`src/hw/rtl/bmf_pkg.sv`:
```
// Shared types and constants of the box mean filter.
// No dependencies; imported by the top level, bmf_window and bmf_divide.
`default_nettype none

package bmf_pkg;

	// Configuration port.
	localparam int CFG_INDEX_BITS = 1;
	localparam int CFG_DATA_BITS  = 11;

	localparam logic [CFG_INDEX_BITS-1:0] REG_WINDOW_MODE = 1'b0;
	localparam logic [CFG_INDEX_BITS-1:0] REG_LINE_WIDTH  = 1'b1;

	localparam logic                     MODE_3X3        = 1'b0;
	localparam logic                     MODE_5X5        = 1'b1;
	localparam logic [CFG_DATA_BITS-1:0] LINE_WIDTH_RST  = 11'd1024;
	localparam logic [CFG_DATA_BITS-1:0] LINE_WIDTH_MIN  = 11'd5;

	// Row counter saturates once four full lines sit in the line store.
	localparam int                ROW_BITS = 3;
	localparam logic [ROW_BITS-1:0] ROW_SAT = 3'd4;

	// Rounding offsets: half of the divisor, rounded down.
	localparam int ROUND_3X3 = 4;
	localparam int ROUND_5X5 = 12;
	localparam int DIV_3X3   = 9;
	localparam int DIV_5X5   = 25;

	// Control that travels alongside an item through the pipeline.
	typedef struct packed {
		logic frame_start;
		logic mode5;
		logic row_end;
		logic emit;
	} bmf_tag_t;

endpackage

`default_nettype wire

```
`src/hw/rtl/bmf_window.sv`:
```
// Vertical column sum, column-sum history and window sum (stage one to two).
// Depends on bmf_pkg for the item tag.
`default_nettype none

module bmf_window
	import bmf_pkg::*;
#(
	parameter int PIXEL_BITS = 8
) (
	input  wire                         clk,
	input  wire                         arst_n,
	input  wire                         fire,
	input  wire  [PIXEL_BITS-1:0]       pix,
	input  wire  [4*PIXEL_BITS-1:0]     lines,
	input  bmf_tag_t                    tag,
	output logic [4*PIXEL_BITS-1:0]     wr_word,
	output logic [PIXEL_BITS+4:0]       hsum_s2,
	output bmf_tag_t                    tag_s2
);

	localparam int VW = PIXEL_BITS + 3;
	localparam int HW = PIXEL_BITS + 5;

	logic [VW-1:0] cs_q   [4];
	logic [VW-1:0] cs_old [4];
	logic [VW-1:0] vsum;
	logic [HW-1:0] hsum;
	logic [PIXEL_BITS-1:0] ln [4];

	always_comb begin
		for (int i = 0; i < 4; i++) begin
			ln[i]     = lines[i*PIXEL_BITS +: PIXEL_BITS];
			cs_old[i] = tag.frame_start ? '0 : cs_q[i];
		end
		vsum = VW'(pix) + VW'(ln[0]) + VW'(ln[1]);
		if (tag.mode5) begin
			vsum = vsum + VW'(ln[2]) + VW'(ln[3]);
		end
		hsum = HW'(vsum) + HW'(cs_old[0]) + HW'(cs_old[1]);
		if (tag.mode5) begin
			hsum = hsum + HW'(cs_old[2]) + HW'(cs_old[3]);
		end
	end

	// Each stored line but the oldest moves one line down, the oldest is dropped, and the new pixel becomes line zero.
	assign wr_word = {lines[3*PIXEL_BITS-1:0], pix};

	always_ff @(posedge clk or negedge arst_n) begin
		if (!arst_n) begin
			for (int i = 0; i < 4; i++) begin
				cs_q[i] <= '0;
			end
		end else if (fire) begin
			cs_q[0] <= vsum;
			for (int i = 1; i < 4; i++) begin
				cs_q[i] <= cs_old[i-1];
			end
		end
	end

	always_ff @(posedge clk) begin
		if (fire) begin
			hsum_s2 <= hsum;
			tag_s2  <= tag;
		end
	end

endmodule

`default_nettype wire

```
`config.mk`:
```
export PLATFORM = sky130hd
export DESIGN_NAME = bmf_window
export DESIGN_NICKNAME = d
export VERILOG_FILES = /design/src/hw/rtl/bmf_pkg.sv /design/src/hw/rtl/bmf_window.sv
export SDC_FILE = /design/constraint.sdc
export NUM_CORES = 1
export LEC_CHECK = 0
export BUFFER_PORTS_ARGS = -buffer_cell sky130_fd_sc_hd__buf_2
export CORE_ASPECT_RATIO = 1.25
export CORE_MARGIN = 2
export CORE_UTILIZATION = 62
export CTS_BUF_LIST = sky130_fd_sc_hd__clkbuf_4 sky130_fd_sc_hd__clkbuf_8
export CTS_CLUSTER_SIZE = 20
export DETAILED_ROUTE_END_ITERATION = 7
export PLACE_DENSITY = 0.87
export SETUP_SLACK_MARGIN = 0.05
export SYNTH_ARGS = -nofsm -noshare
export SYNTH_HDL_FRONTEND = slang
export SYNTH_SLANG_ARGS = --single-unit
```
`constraint.sdc`:
```
create_clock -name clk -period 6.7 [get_ports clk]
set_clock_uncertainty 0.1 [all_clocks]
set_input_delay 0.335 -clock clk [delete_from_list [all_inputs] [get_ports clk]]
set_output_delay 0.335 -clock clk [all_outputs]
set_load 0.005 [all_outputs]
```
==> results.md <==
- Comb power frac: 77.3%
- Switching pwr: 1.700 mW
- Max IR drop VDD: 0.3075 mV
- Max_cap viols: 0
- Routed Antenna Nets: 0
- Hold Crit Class: in2async
- Status: finished with violations
- CTS Buf Count: 9
- Worst rel slew slack: 34.56%
- Final Max Tran Viols: 0
- Port buffer count: 95
- Finished Layout Cells: 753
- Largest net degree at the start of global routing: 58
- GRT Overall Usage: 28.51%
- CTS root buffer: clkbuf_8
- RSZ-0062 raised after global routing: true
- Post-route setup slack: -0.07392 ns
- Vias: 4386
- Internal Power: 2.329 mW
- Slew of the pin with the lowest slew margin: 0.9816 ns
- Routed WL: 13.07 mm
- ANT cells: 0
- CTS tree: yes
- Violated checks: setup timing
- Top FF cell, synth: dfrtp_1
- Via/cell ratio: 5.825
- Ports: 96
- Share of layout cells above drive strength 1: 41.16%
- Die Y: 107.8 microns
- Netlist Area Pre-Place: 5345 sq um
- Ys Warns: 0
- Die Wd: 87.05 microns
- Skew-Pair Late Insertion Delay: 0.35 ns
- Initial antenna violation count: 0
- #FFs+latches synth: 61
- Endpoints failing hold: 0
- Final routed DRC violation total: 0
- Crit share post-route: 101.1%
- Final setup violation count: 2
- Peak Freq: 147.6 MHz
- Nets@finish: 776
- Commonest cells after routing, fill and taps aside: buf_2, buf_4, dfrtp_1
- Setup TNS Final: -0.1199 ns
- Initial DRT Pass Iterations: 5
- First-pass GRT wire length: 20.84 mm
- Path type of the worst setup path: in2reg
- Core Region: 8287 sq um
- Clock Power Share: 9.0%
- Final HPWL DP: 8.941 mm
- Clock Path Buffers: 2
- Crit-path slowest cell: fa_1
- WP data arrival: 6.78 ns
- GPL Wtd Cong: 0.8743
- PD cells: 593.5 nW/um^2
- Crit Path Max Fanout: 5
- CP max stage delay: 0.60 ns
- Post-layout util: 81.91%
- DRT iter0 DRCs: 219
- Syn Inst Count: 519
- Most common cell after layout, fill and taps aside: buf_2
- WHS: 0.04172 ns
- Syn Area/Cell: 10.30 sq um
- Die footprint: 9384 sq um
- CP required: 6.71 ns
- Crit end category: flip-flop
- Number of global-route vias before repair: 4762
- CTS sink count: 61
- Number of core rows: 37
- WL/cell: 17.35 microns
- Fin crit period: 6.774 ns
- Pre-CTS WS: -0.6533 ns
- Initial Util: 64.50%
- Clk slew on worst S/H paths: 0.07 ns
- EDFF count, synth: 17
- Seq/Total Area, Yosys: 30.15%
- Sw Share: 42.20%
- Grt total ovfl: 0
- CP dominant cell by count: fa_1
- Critical Path Start Type: primary input
- H-Tree Depth: 3
- Mapped Nets: 644
- Synthesis-to-layout area growth: 26.99%
- Leak pwr: 3.265 nW
- Synth cell types: 53
- Part of the power in registers: 13.7%
- Fraction of registers with async set/reset: 72.13%
- Dpl cells: 726
## registers in the layout, indices dropped and copies added, names as in the netlist
name     count
cs_q        44
hsum_s2     13
tag_s2       4
## area by class of cell
cell class	instances	area, sq um
clock buffers	9	123.9
clock inverters	7	88.84
fillers	457	1499
inverters	46	180.2
multi-input cells	366	3630
flip-flops and latches	61	1612
well taps	97	121.4
repair buffers	167	1032
## worst max-delay path, delay by kind of cell
family | cells | cell delay, ns
XOR/XNOR | 3 | 0.40
buffers and inverters | 4 | 0.24
multiplexers | 1 | 0.25
AO/OA/AOI/OAI | 9 | 1.44
AND/OR/NAND/NOR | 3 | 0.84
adder cells (fa/ha/maj) | 9 | 3.28
## metrics by stage
step	power, mW	area [sq um]
6_report	4.029	6788
5_1_grt	4.312	6788
4_1_cts	3.729	6640
3_5_place_dp	3.085	6247
3_3_place_gp	2.949	6247
2_1_floorplan	2.242	5485
## Yosys cell counts (all sizes together) (2+ instances only)
library cell	number	area, sq um
mux2i	4	40.04
nor2b	27	168.9
o2bb2ai	2	17.52
o31a	2	17.52
edfxtp	17	510.5
or4	2	15.01
nand2	27	101.4
dfrtp	44	1101
fa	42	840.8
inv	45	168.9
nand3	4	20.02
o21ai	35	175.2
ha	36	450.4
nor2	16	60.06
a21oi	21	105.1
a41oi	2	25.03
nand2b	20	125.1
o31ai	2	28.78
o21bai	5	37.54
xnor2	14	122.6
a211o	4	35.03
mux2	28	315.3
clkbuf	7	26.28
and3	4	25.02
nand4	2	12.51
o22ai	3	18.77
o221ai	5	43.79
buf	39	266.5
o211ai	6	45.04
nor3	2	10.01
a211oi	8	65.06
o21a	9	67.56
xor2	9	78.83
a21o	11	82.58
nor4	2	12.51
## cell families after synthesis
group           share of synthesized area (%)
mux                                     6.648
buf+inv                                 8.708
fa+ha+maj                               24.16
flops                                   30.15
simple gates                            10.79
xor+xnor                                3.769
compound gates                          15.78
## final timing paths
check / from / cells past startpoint / slack, ns / end
max: pix[1] / 29 / -0.07 / hsum_s2[9]$_DFFE_PP_
min: arst_n / 1 / 0.04 / cs_q[34]$_DFFE_PN0P_
min in group clk: tag[1] / 1 / 0.06 / tag_s2[1]$_DFFE_PP_
max reg2reg: cs_q[23]$_DFFE_PN0P_ / 14 / 2.09 / hsum_s2[9]$_DFFE_PP_
max in group asynchronous: arst_n / 1 / 5.85 / cs_q[10]$_DFFE_PN0P_
min reg2reg: cs_q[6]$_DFFE_PN0P_ / 2 / 0.39 / cs_q[6]$_DFFE_PN0P_
## metal layers
metal | up-vias | part of all wire, % | track usage, %
li1 | 2034 | - | -
met1 | 2158 | 38 | 30.60
met2 | 153 | 55 | 51.91
met3 | 41 | 3.9 | 3.834
met4 | 0 | 3.3 | 17.19
met5 | - | 0 | 0
## power groups by stage
stage	sequential, mW	combinational, mW	clock (mW)
3_5_place_dp	0.557	2.53	0
6_report	0.551	3.11	0.363
2_1_floorplan	0.556	1.69	0
3_3_place_gp	0.551	2.40	0
5_1_grt	0.561	3.37	0.376
4_1_cts	0.551	2.82	0.361
## what timing repair did
action                                  in CTS  in global routing
pin swaps                                   27                 18
setup buffers                                6                  5
hold buffers                                 0                  0
endpoints found under the setup margin       5                  7
gates resized for setup                     24                 24
Power figures use the tool's default switching activity.
