==> src/hw/rtl/bmf_pkg.sv <==
// Shared types and constants of the box mean filter.
// No dependencies; imported by the top level, bmf_window and bmf_divide.
`default_nettype none

package bmf_pkg;

	// Configuration port.
	localparam int CFG_INDEX_BITS = 1;
	localparam int CFG_DATA_BITS  = 11;

	localparam logic [CFG_INDEX_BITS-1:0] REG_WINDOW_MODE = 1'b0;
	localparam logic [CFG_INDEX_BITS-1:0] REG_LINE_WIDTH  = 1'b1;

	localparam logic                     MODE_3X3        = 1'b0;
	localparam logic                     MODE_5X5        = 1'b1;
	localparam logic [CFG_DATA_BITS-1:0] LINE_WIDTH_RST  = 11'd1024;
	localparam logic [CFG_DATA_BITS-1:0] LINE_WIDTH_MIN  = 11'd5;

	// Row counter saturates once four full lines sit in the line store.
	localparam int                ROW_BITS = 3;
	localparam logic [ROW_BITS-1:0] ROW_SAT = 3'd4;

	// Rounding offsets: half of the divisor, rounded down.
	localparam int ROUND_3X3 = 4;
	localparam int ROUND_5X5 = 12;
	localparam int DIV_3X3   = 9;
	localparam int DIV_5X5   = 25;

	// Control that travels alongside an item through the pipeline.
	typedef struct packed {
		logic frame_start;
		logic mode5;
		logic row_end;
		logic emit;
	} bmf_tag_t;

endpackage

`default_nettype wire

==> src/hw/rtl/bmf_divide.sv <==
// Rounded division of the window sum by 9 or 25 (stage three and output).
// Reciprocal multiply, then one compare and correct; depends on bmf_pkg.
`default_nettype none

module bmf_divide
	import bmf_pkg::*;
#(
	parameter int PIXEL_BITS = 8
) (
	input  wire                    clk,
	input  wire                    en_s3,
	input  wire                    en_out,
	input  wire  [PIXEL_BITS+4:0]  hsum_s2,
	input  bmf_tag_t               tag_s2,
	output logic [PIXEL_BITS-1:0]  mean_q,
	output logic                   last_q
);

	localparam int NW = PIXEL_BITS + 5;
	localparam int unsigned RECIP9  = (32'd1 << NW) / DIV_3X3;
	localparam int unsigned RECIP25 = (32'd1 << NW) / DIV_5X5;
	localparam logic [NW-1:0] PMAX = NW'((32'd1 << PIXEL_BITS) - 32'd1);

	logic [NW-1:0]   num;
	logic [NW-1:0]   n_s3;
	logic [2*NW-1:0] prod_s3;
	bmf_tag_t        tag_s3;
	logic [NW-1:0]   q0, qd, rem, q;
	logic [NW-1:0]   dv;

	assign num = tag_s2.mode5 ? hsum_s2 + NW'(ROUND_5X5) : hsum_s2 + NW'(ROUND_3X3);

	always_ff @(posedge clk) begin
		if (en_s3) begin
			n_s3    <= num;
			prod_s3 <= (2*NW)'(num) * (2*NW)'(tag_s2.mode5 ? RECIP25 : RECIP9);
			tag_s3  <= tag_s2;
		end
	end

	// The truncated reciprocal leaves the quotient at most one too small.
	always_comb begin
		q0 = prod_s3[2*NW-1:NW];
		if (tag_s3.mode5) begin
			qd = (q0 << 4) + (q0 << 3) + q0;
			dv = NW'(DIV_5X5);
		end else begin
			qd = (q0 << 3) + q0;
			dv = NW'(DIV_3X3);
		end
		rem = n_s3 - qd;
		q   = (rem >= dv) ? q0 + NW'(1) : q0;
		// Column sums left over from a mode change can push the mean past full scale.
		if (q > PMAX) begin
			q = PMAX;
		end
	end

	always_ff @(posedge clk) begin
		if (en_out) begin
			mean_q <= q[PIXEL_BITS-1:0];
			last_q <= tag_s3.row_end;
		end
	end

endmodule

`default_nettype wire

==> config.mk <==
export PLATFORM = sky130hd
export DESIGN_NAME = bmf_divide
export DESIGN_NICKNAME = d
export VERILOG_FILES = /design/src/hw/rtl/bmf_pkg.sv /design/src/hw/rtl/bmf_divide.sv
export SDC_FILE = /design/constraint.sdc
export NUM_CORES = 1
export LEC_CHECK = 0
export BUFFER_PORTS_ARGS = -buffer_cell sky130_fd_sc_hd__buf_2
export CAP_MARGIN = 10
export CORE_MARGIN = 5
export CORE_UTILIZATION = 55
export CTS_CLUSTER_DIAMETER = 50
export DETAILED_ROUTE_END_ITERATION = 8
export PLACE_DENSITY = 0.73
export SYNTH_ARGS = -nofsm -noshare
export SYNTH_HDL_FRONTEND = slang
export SYNTH_SLANG_ARGS = --single-unit
==> constraint.sdc <==
create_clock -name clk -period 8.2 [get_ports clk]
set_input_delay 0.41 -clock clk [delete_from_list [all_inputs] [get_ports clk]]
set_output_delay 0.41 -clock clk [all_outputs]
set_load 0.02 [all_outputs]
==> results of run 1 <==
-- cell usage after synthesis (all sizes together) (7+ instances only) --
master,n
nor3,11
ha,104
nand3,8
or2,9
o21a,8
nor2,29
a21o,11
fa,68
and3,7
xor2,11
nand2,34
nand2b,11
o21ai,19
nor2b,12
a21oi,22
edfxtp,34
inv,128
clkbuf,10
xnor2,26
-- worst reg2reg max path: stages (launching register included) --
cell and delay, ns:
edfxtp_1 0.50, inv_1 0.20, fa_1 0.56, inv_1 0.07, ha_1 0.29, a21o_1 0.17, a21oi_1 0.23, o21bai_1 0.11
a21oi_1 0.23, o21bai_1 0.10, a21oi_1 0.17, xor2_1 0.15, nand2_1 0.07, o21ai_0 0.13, ha_1 0.33, a21o_1 0.18
a2111oi_0 0.36, and4b_1 0.26, nor4b_1 0.16, mux2i_1 0.76, nand4b_1 0.31, a22oi_4 0.34, o211ai_1 0.14
-- how the worst max path moves through the flow --
stage | start | to | slack (ns) | cells past startpoint
2_1_floorplan | hsum_s2[3] | prod_s3[22] | 2.17 | 21
3_3_place_gp | tag_s2[2] | prod_s3[22] | 1.28 | 22
3_5_place_dp | tag_s2[2] | prod_s3[22] | 1.19 | 22
4_1_cts | tag_s2[2] | prod_s3[22] | 1.48 | 22
5_1_grt | tag_s2[2] | prod_s3[22] | 1.11 | 22
6_report | tag_s2[2] | prod_s3[22] | 1.52 | 22
-- metal layers --
| metal | routed length, µm | global-route usage [%] | vias up | share of wire [%] |
|---|---|---|---|---|
| li1 | - | - | 2219 | - |
| met1 | 5703 | 27.23 | 2125 | 47 |
| met2 | 6004 | 33.99 | 75 | 49 |
| met3 | 275 | 1.579 | 17 | 2.2 |
| met4 | 253 | 5.869 | 0 | 2.1 |
| met5 | 0 | 0 | - | 0 |
-- state kept, by name (all words and copies together) (netlist names) --
signal,count
prod_s3,10
n_s3,13
mean_q,8
last_q,1
tag_s3,2
-- through the flow --
stage                     instances  hold slack (ns)
after floorplan                 641           0.4003
after global placement          797           0.4015
after detailed placement        797           0.4081
after CTS                       805           0.2839
after global routing            805           0.2883
final                           805           0.2986
-- kinds of logic (layout without fill, tap and decap cells) --
group / Yosys count / count (layout) / synth area share, %
DFF: 34 / 34 / 16.72
xor gates and xnor gates: 37 / 37 / 5.307
AOI/OAI and AO/OA: 106 / 106 / 12.23
other: 1 / 1 / 0.06142
adders and majority gates: 172 / 172 / 43.61
muxes: 5 / 5 / 0.8197
buffers and inverters: 139 / 163 / 8.668
and+or+nand+nor: 147 / 147 / 12.58
-- cell type report --
| class | instances | area, µm² | share of cell area [%] |
|---|---|---|---|
| sequential | 34 | 1021 | 15.75 |
| clock inverter | 3 | 45.04 | 0.6947 |
| timing repair buffer | 27 | 137.6 | 2.123 |
| inverter | 128 | 480.5 | 7.410 |
| clock buffer | 5 | 68.82 | 1.061 |
| multi-input combinational | 468 | 4556 | 70.26 |
| tap | 140 | 175.2 | 2.702 |
==> impl_metrics.csv, run 1 <==
group,metric,value,unit
run_status,status,"finished clean",
critical_path,path_buf_inv,4,
min_path,hold_start,"tag_s2[1]",
yosys,synthTopCellsByArea,"fa_1 22%, ha_1 21%, edfxtp_1 17%, inv_1 7.9%, xnor2_1 3.7%",
yosys,yosysUniqueCellTypes,60,
yosys,synth.top_cell.area_share,22.30,%
timing,postLayoutSetupSlackWorst,1.519,ns
yosys,synth_top_area_cell,"fa_1",
grt,grtUsageTotal,19.92,%
grt,grt_pass1_wl,21310,µm
routing,num_vias,4436,
critical_path,crit_path_start_kind,"input port",
placement,hpwl,10580,µm
timing,clock.fmax,0.1497,GHz
yosys,yosys_warnings,0,
floorplan,core_area,10840,µm²
critical_path,ff2ff_path_depth,22,
routing,finalWirelength,12240,µm
critical_path,r2r-start,"prod_s3[14]",
routing,final_antenna_net_count,0,
yosys,ys_seq_elements,34,
timing,tightestPinTransition,0.9454,ns
finish,nNetsFinal,856,
clock_network,cts_buffers,5,
clock_network,postCtsSetupBuffers,0,
timing,rsz0062_at_grt,"false",
clock_network,cts_tree,"yes",
floorplan,std_cell_rows,38,
yosys,async_reset_ff_share,0,%
finish,mostFrequentLayoutCells,"128 x inv_1, 104 x ha_1, 68 x fa_1, 34 x nand2_1, 34 x edfxtp_1",
routing,vias_per_cell,5.511,
finish,final_core_util,59.81,%
timing,fin_setup_tns,0,ns
finish,diodes,0,
timing,fin_worst_skew,0.008947,ns
clock_network,clk_pin_slew_worst_paths,0.07,ns
clock_network,cts_buffer_depth,2,
min_path,hold_depth,1,
floorplan,start_util,56.33,%
placement,dpl_cell_area,6370,µm²
finish,n_fill_cell,926,
critical_path,crit_fanout,29,
flow_run,drv_cap,0,
clock_network,hold_buffers,0,
finish,layout-drive-gt1-share,7.218,%
routing,drtIter0Drc,278,
min_path,hold_path.class,"input port to register",
timing,hold_violations,0,
yosys,syn-num-nets,833,
floorplan,dieArea,13310,µm²
placement,portBuffers,26,
critical_path,reg2reg_slack,2.09,ns
routing,drtPass1Iterations,4,
yosys,avgSynthCellArea,9.526,µm²
grt,grt_overflow,0,
finish,layout.cells.most_common,"inv_1",
clock_network,cts-resized-gates,0,
critical_path,worstPathArrival,6.71,ns
routing,post-route-drc-count,0,
yosys,synth_edf_count,34,
clock_network,cts_root_buf,"clkbuf_8",
finish,area_growth,6.189,%
timing,min_period_over_period,81.48,%
critical_path,cp.required,8.23,ns
critical_path,cp_common_cell,"fa_1",
clock_network,clk_latency,0.29,ns
timing,slew_viol_final,0,
clock_network,htree_levels,2,
critical_path,cp_slowest_cell,"fa_1",
grt,grt_pass1_vias,4643,
timing,relSlewSlack,35.17,%
floorplan,die_w,115.4,µm
grt,antenna_found_initial,0,
placement,dpl_worst_slack,1.193,ns
yosys,seq_area_frac_synth,16.72,%
finish,design_area,6484,µm²
placement,gp_congestion,0.9001,
min_path,min_to,"tag_s3[1]",
grt,grt_max_degree,30,
critical_path,critical-path-top-delay-family,"adder cells",
clock_network,cts_num_sinks,34,
critical_path,r2r_end,"mean_q[1]",
critical_path,slowest_delay,0.59,ns
timing,min_period,6.681,ns
critical_path,critPathCaptureType,"register",
yosys,synth_top_flop_cell,"edfxtp_1",
yosys,synth_cells,641,
critical_path,path_cells,"buf_2 -> ha_1 -> a21o_1 -> nand2_1 -> xnor2_1 -> nand2b_1 -> fa_1 -> inv_1 -> fa_1 -> inv_1 -> fa_1 -> fa_1 -> fa_1 -> inv_1 -> ha_1 -> and3_1 -> a21oi_1 -> o31ai_1 -> a41o_1 -> o221a_2 -> o41ai_1 -> xnor2_1",
yosys,synth_area,6106,µm²
floorplan,fp.dieH,115.4,µm
timing,finalSetupViolations,0,
floorplan,io_pins,29,
critical_path,crit_type,"input port to register",
routing,wire_per_inst,15.20,µm
Power of run 1 is not shown: default switching activity piles up to over one toggle a cycle in this logic, so the estimate is an artifact.
==> run 2, diff against run 1 <==
- clock period: 8.2 -> 6.6 ns (I/O delays scaled with it)
==> impl_metrics.csv, run 2 (synthesis results as in run 1) <==
group,metric,value,unit
run_status,status,"finished clean",
routing,drtIter0Drc,267,
timing,tightestPinTransition,1.003,ns
critical_path,path_cells,"buf_2 -> ha_1 -> a21o_1 -> nand2_1 -> nor2_1 -> xor2_1 -> inv_1 -> fa_1 -> inv_1 -> ha_1 -> inv_1 -> fa_1 -> fa_1 -> inv_1 -> fa_1 -> ha_1 -> a211o_1 -> a31oi_1 -> o31ai_1 -> a41o_1 -> o221a_2 -> o41ai_1 -> xnor2_1",
clock_network,hold_buffers,0,
clock_network,clk_latency,0.29,ns
floorplan,die_w,115.4,µm
clock_network,cts_buffer_depth,2,
clock_network,clk_pin_slew_worst_paths,0.06,ns
critical_path,critPathCaptureType,"register",
critical_path,critical-path-top-delay-family,"adder cells",
placement,portBuffers,26,
floorplan,start_util,56.33,%
timing,slew_viol_final,0,
critical_path,slowest_delay,0.58,ns
finish,diodes,0,
finish,layout-drive-gt1-share,8.444,%
placement,gp_congestion,0.9020,
routing,final_antenna_net_count,0,
clock_network,cts_buffers,5,
routing,wire_per_inst,15.70,µm
timing,fin_worst_skew,0.009993,ns
routing,drtPass1Iterations,6,
placement,dpl.cell_count,807,
timing,min_period,6.219,ns
timing,finalSetupViolations,0,
critical_path,crit_path_start_kind,"input port",
routing,finalWirelength,12790,µm
finish,area_growth,7.725,%
critical_path,path_depth,23,
flow_run,drv_cap,0,
critical_path,crit_type,"input port to register",
timing,rsz0062_at_grt,"false",
finish,regMostFlops,"n_s3",
grt,grt_pass1_wl,21870,µm
clock_network,cts-resized-gates,0,
finish,reg_top3,"n_s3 (13), prod_s3 (10), mean_q (8)",
critical_path,ff2ff_path_depth,22,
floorplan,std_cell_rows,38,
finish,mostFrequentLayoutCells,"128 x inv_1, 104 x ha_1, 68 x fa_1, 34 x nand2_1, 34 x edfxtp_1",
finish,largest_reg_flops,13,
min_path,hold_depth,1,
timing,min_period_over_period,94.23,%
min_path,hold_path.class,"input port to register",
floorplan,dieArea,13310,µm²
finish,layout.cells.most_common,"inv_1",
timing,fin_setup_tns,0,ns
clock_network,cts_tree,"yes",
routing,vias_per_cell,5.580,
critical_path,cp.required,6.62,ns
clock_network,cts_root_buf,"clkbuf_8",
clock_network,postCtsSetupBuffers,0,
critical_path,cp_slowest_cell,"fa_1",
critical_path,worstPathArrival,6.24,ns
floorplan,fp.dieH,115.4,µm
floorplan,io_pins,29,
timing,clock.fmax,0.1608,GHz
critical_path,crit_fanout,4,
timing,relSlewSlack,31.23,%
grt,antenna_found_initial,0,
critical_path,path_buf_inv,5,
clock_network,cts_num_sinks,34,
placement,hpwl,11010,µm
timing,hold_violations,0,
finish,nNetsFinal,866,
clock_network,htree_levels,2,
finish,instances_no_fill,815,
grt,grt_pass1_vias,4736,
grt,grtUsageTotal,20.59,%
floorplan,core_area,10840,µm²
grt,grt_max_degree,28,
routing,num_vias,4548,
routing,post-route-drc-count,0,
grt,grt_overflow,0,
run 2: cell types whose count changed in the layout (fill, tap and decap cells not counted):
| cell | previous run | this run |
|---|---|---|
| bufinv_16 | 1 | 2 |
| clkinv_1 | 0 | 1 |
| buf_4 | 1 | 11 |
| clkinvlp_4 | 2 | 0 |
run 2: metrics by stage:
step | area, µm² | setup slack [ns] | util [%] | hold slack, ns
CTS | 6578 | 0.4351 | 60.68 | 0.2129
global route | 6578 | 0.01374 | 60.68 | 0.2094
detailed placement | 6445 | 0.1338 | 59.45 | 0.4108
global placement | 6445 | 0.2654 | 59.45 | 0.4014
finish | 6578 | 0.3809 | 60.68 | 0.2220
floorplan | 6106 | 0.6515 | - | 0.4003
run 2: cell type report:
| type | instances | area, µm² |
|---|---|---|
| clock buffer | 5 | 68.82 |
| clock inverter | 3 | 63.81 |
| fill | 931 | 4263 |
| inverter | 128 | 480.5 |
| multi-input combinational | 468 | 4556 |
| sequential | 34 | 1021 |
| tap | 140 | 175.2 |
| timing repair buffer | 37 | 212.7 |
run 2: final timing paths:
path | start | endpoint | slack [ns]
worst max-delay path | hsum_s2[3] | prod_s3[22] | 0.38
worst min register to register | tag_s3[1] | last_q | 0.43
worst min-delay path | tag_s2[1] | tag_s3[1] | 0.22
worst max register to register | prod_s3[14] | mean_q[1] | 0.58
run 2: worst register-to-register path, stage by stage (launching register included):
cell	delay (ns)
edfxtp_1	0.53
inv_1	0.13
fa_1	0.54
inv_1	0.07
ha_1	0.30
a21o_1	0.19
a21oi_1	0.23
o21bai_1	0.10
a21oi_1	0.23
o21bai_1	0.09
a21oi_1	0.17
xor2_1	0.16
nand2_1	0.07
o21ai_0	0.11
ha_1	0.32
a21o_1	0.19
a2111oi_0	0.32
and4b_1	0.25
nor4b_1	0.14
mux2i_1	0.79
nand4b_1	0.32
a22oi_4	0.34
o211ai_1	0.14
run 2: per-layer routing:
layer	track usage, %	vias to the layer above	part of all wire (%)
met5	0	-	0
met2	36.07	70	51
li1	-	2240	-
met4	6.808	0	2.2
met1	27.14	2218	44
met3	1.421	20	2.2
Power of run 2 is left out for the same reason.
==> run 3, diff against run 2 <==
==> constraint.sdc (replaced) <==
create_clock -name clk -period 6.6 [get_ports clk]
set_input_delay 0.99 -clock clk [delete_from_list [all_inputs] [get_ports clk]]
set_output_delay 0.99 -clock clk [all_outputs]
set_load 0.02 [all_outputs]
==> impl_metrics.csv, run 3 (synthesis results as in run 1) <==
group,metric,value,unit
finish,mostFrequentLayoutCells,"127 x inv_1, 104 x ha_1, 67 x fa_1, 36 x buf_4, 34 x edfxtp_1",
grt,grt_pass1_vias,4792,
clock_network,clk_latency,0.30,ns
placement,hpwl,11260,µm
critical_path,r2r-start,"prod_s3[18]",
finish,design_area,6824,µm²
floorplan,io_pins,29,
grt,grt_busiest_layer,"met2",
critical_path,critPathCaptureType,"register",
grt,use_met3,1.895,%
clock_network,hold_buffers,0,
routing,wire_per_inst,15.39,µm
critical_path,path_cells,"buf_2 -> ha_1 -> a21o_1 -> nand2_2 -> xnor2_2 -> nand2b_1 -> fa_1 -> inv_1 -> fa_1 -> inv_1 -> fa_1 -> fa_1 -> fa_1 -> inv_1 -> ha_1 -> and3_1 -> a21oi_2 -> o31ai_2 -> a41o_1 -> o221a_2 -> o41ai_2 -> xnor2_1",
grt,grt_overflow,0,
routing,finalWirelength,12930,µm
critical_path,crit_type,"input port to register",
critical_path,crit_start,"hsum_s2[3]",
timing,finalSetupViolations,0,
clock_network,cts_root_buf,"clkbuf_8",
timing,relSlewSlack,34.90,%
finish,regMostFlops,"n_s3",
routing,drtIter0Drc,275,
finish,instances_no_fill,840,
clock_network,clk_pin_slew_worst_paths,0.08,ns
timing,min_period,6.357,ns
timing,fin_worst_skew,0.01474,ns
clock_network,cts_tree,"yes",
timing,tightestPinTransition,0.9493,ns
clock_network,cts_buffers,5,
timing,clock.fmax,0.1573,GHz
floorplan,std_cell_rows,38,
critical_path,crit_path_start_kind,"input port",
grt,antenna_found_initial,0,
placement,gp_congestion,0.8818,
clock_network,cts_num_sinks,34,
routing,post-route-drc-count,0,
finish,layout.cells.most_common,"inv_1",
finish,largest_reg_flops,13,
clock_network,htree_levels,2,
critical_path,crit_fanout,4,
grt,grtUsageMet2,37.19,%
floorplan,fp.dieH,115.4,µm
critical_path,cp_slowest_cell,"fa_1",
critical_path,ff2ff_path_depth,22,
grt,grt_max_degree,26,
finish,layout-drive-gt1-share,13.29,%
finish,diodes,0,
min_path,hold_path.class,"register to register",
timing,hold_violations,0,
routing,vias_per_cell,5.511,
finish,area_growth,11.76,%
min_path,hold_depth,0,
placement,dpl_cell_area,6633,µm²
critical_path,slowest_delay,0.55,ns
floorplan,core_area,10840,µm²
grt,grt.met1_usage,27.29,%
timing,min_period_over_period,96.32,%
floorplan,die_w,115.4,µm
critical_path,worstPathArrival,6.39,ns
min_path,hold_start,"tag_s3[1]",
run_status,status,"finished clean",
routing,final_antenna_net_count,0,
grt,grt_pass1_wl,22070,µm
clock_network,cts_buffer_depth,2,
placement,portBuffers,26,
floorplan,start_util,56.33,%
critical_path,cp.required,6.63,ns
flow_run,drv_cap,0,
finish,nNetsFinal,891,
floorplan,dieArea,13310,µm²
finish,reg_top3,"n_s3 (13), prod_s3 (10), mean_q (8)",
routing,num_vias,4629,
routing,drtPass1Iterations,6,
critical_path,cp_common_cell,"fa_1",
grt,grtUsageTotal,20.82,%
timing,slew_viol_final,0,
placement,dpl.cell_count,831,
-- run 3: area by class of cell --
type                    count  area (µm²)
inverters                 128       480.5
repair buffers             62       400.4
clock inverters             3       63.81
clock buffers               5       68.82
flip-flops and latches     34        1021
well taps                 140       175.2
multi-input cells         468        4614
fillers                   895        4016
-- run 3: metal layers --
layer	wire (µm)	up-vias	part of all wire (%)
li1	-	2295	-
met1	5658	2241	44
met2	6680	77	52
met3	425	16	3.3
met4	163	0	1.3
met5	0	-	0
-- run 3: per-stage QoR --
| stage | hold WS (ns) | worst slack, ns | setup TNS (ns) | util, % |
|---|---|---|---|---|
| finish | 0.4257 | 0.2430 | 0 | 62.95 |
| global route | 0.4454 | -0.01086 | -0.01086 | 62.95 |
| CTS | 0.4305 | 0.01101 | 0 | 62.41 |
| detailed placement | 0.4174 | -0.2968 | -0.7497 | 61.18 |
| global placement | 0.4011 | -0.1613 | -0.2336 | 61.18 |
| floorplan | 0.4003 | 0.01565 | 0 | - |
-- run 3: worst paths after layout --
path                 endpoint  slack, ns
setup / recovery  prod_s3[22]       0.24
hold / removal         last_q       0.43
setup reg to reg    mean_q[1]       0.59
hold reg to reg        last_q       0.43
-- run 3: worst max-delay path, delay by kind of cell --
family          cells  cell delay (ns)
compound gates      6             1.23
xor+xnor            2             0.26
buf+inv             4             0.28
simple gates        3             0.44
fa+ha+maj           7             3.17
-- run 3: repair_timing --
action                                  CTS  global route
setup buffers                             0             1
gates resized for setup                   0            12
endpoints found under the setup margin    0             5
Power of run 3 is left out for the same reason.
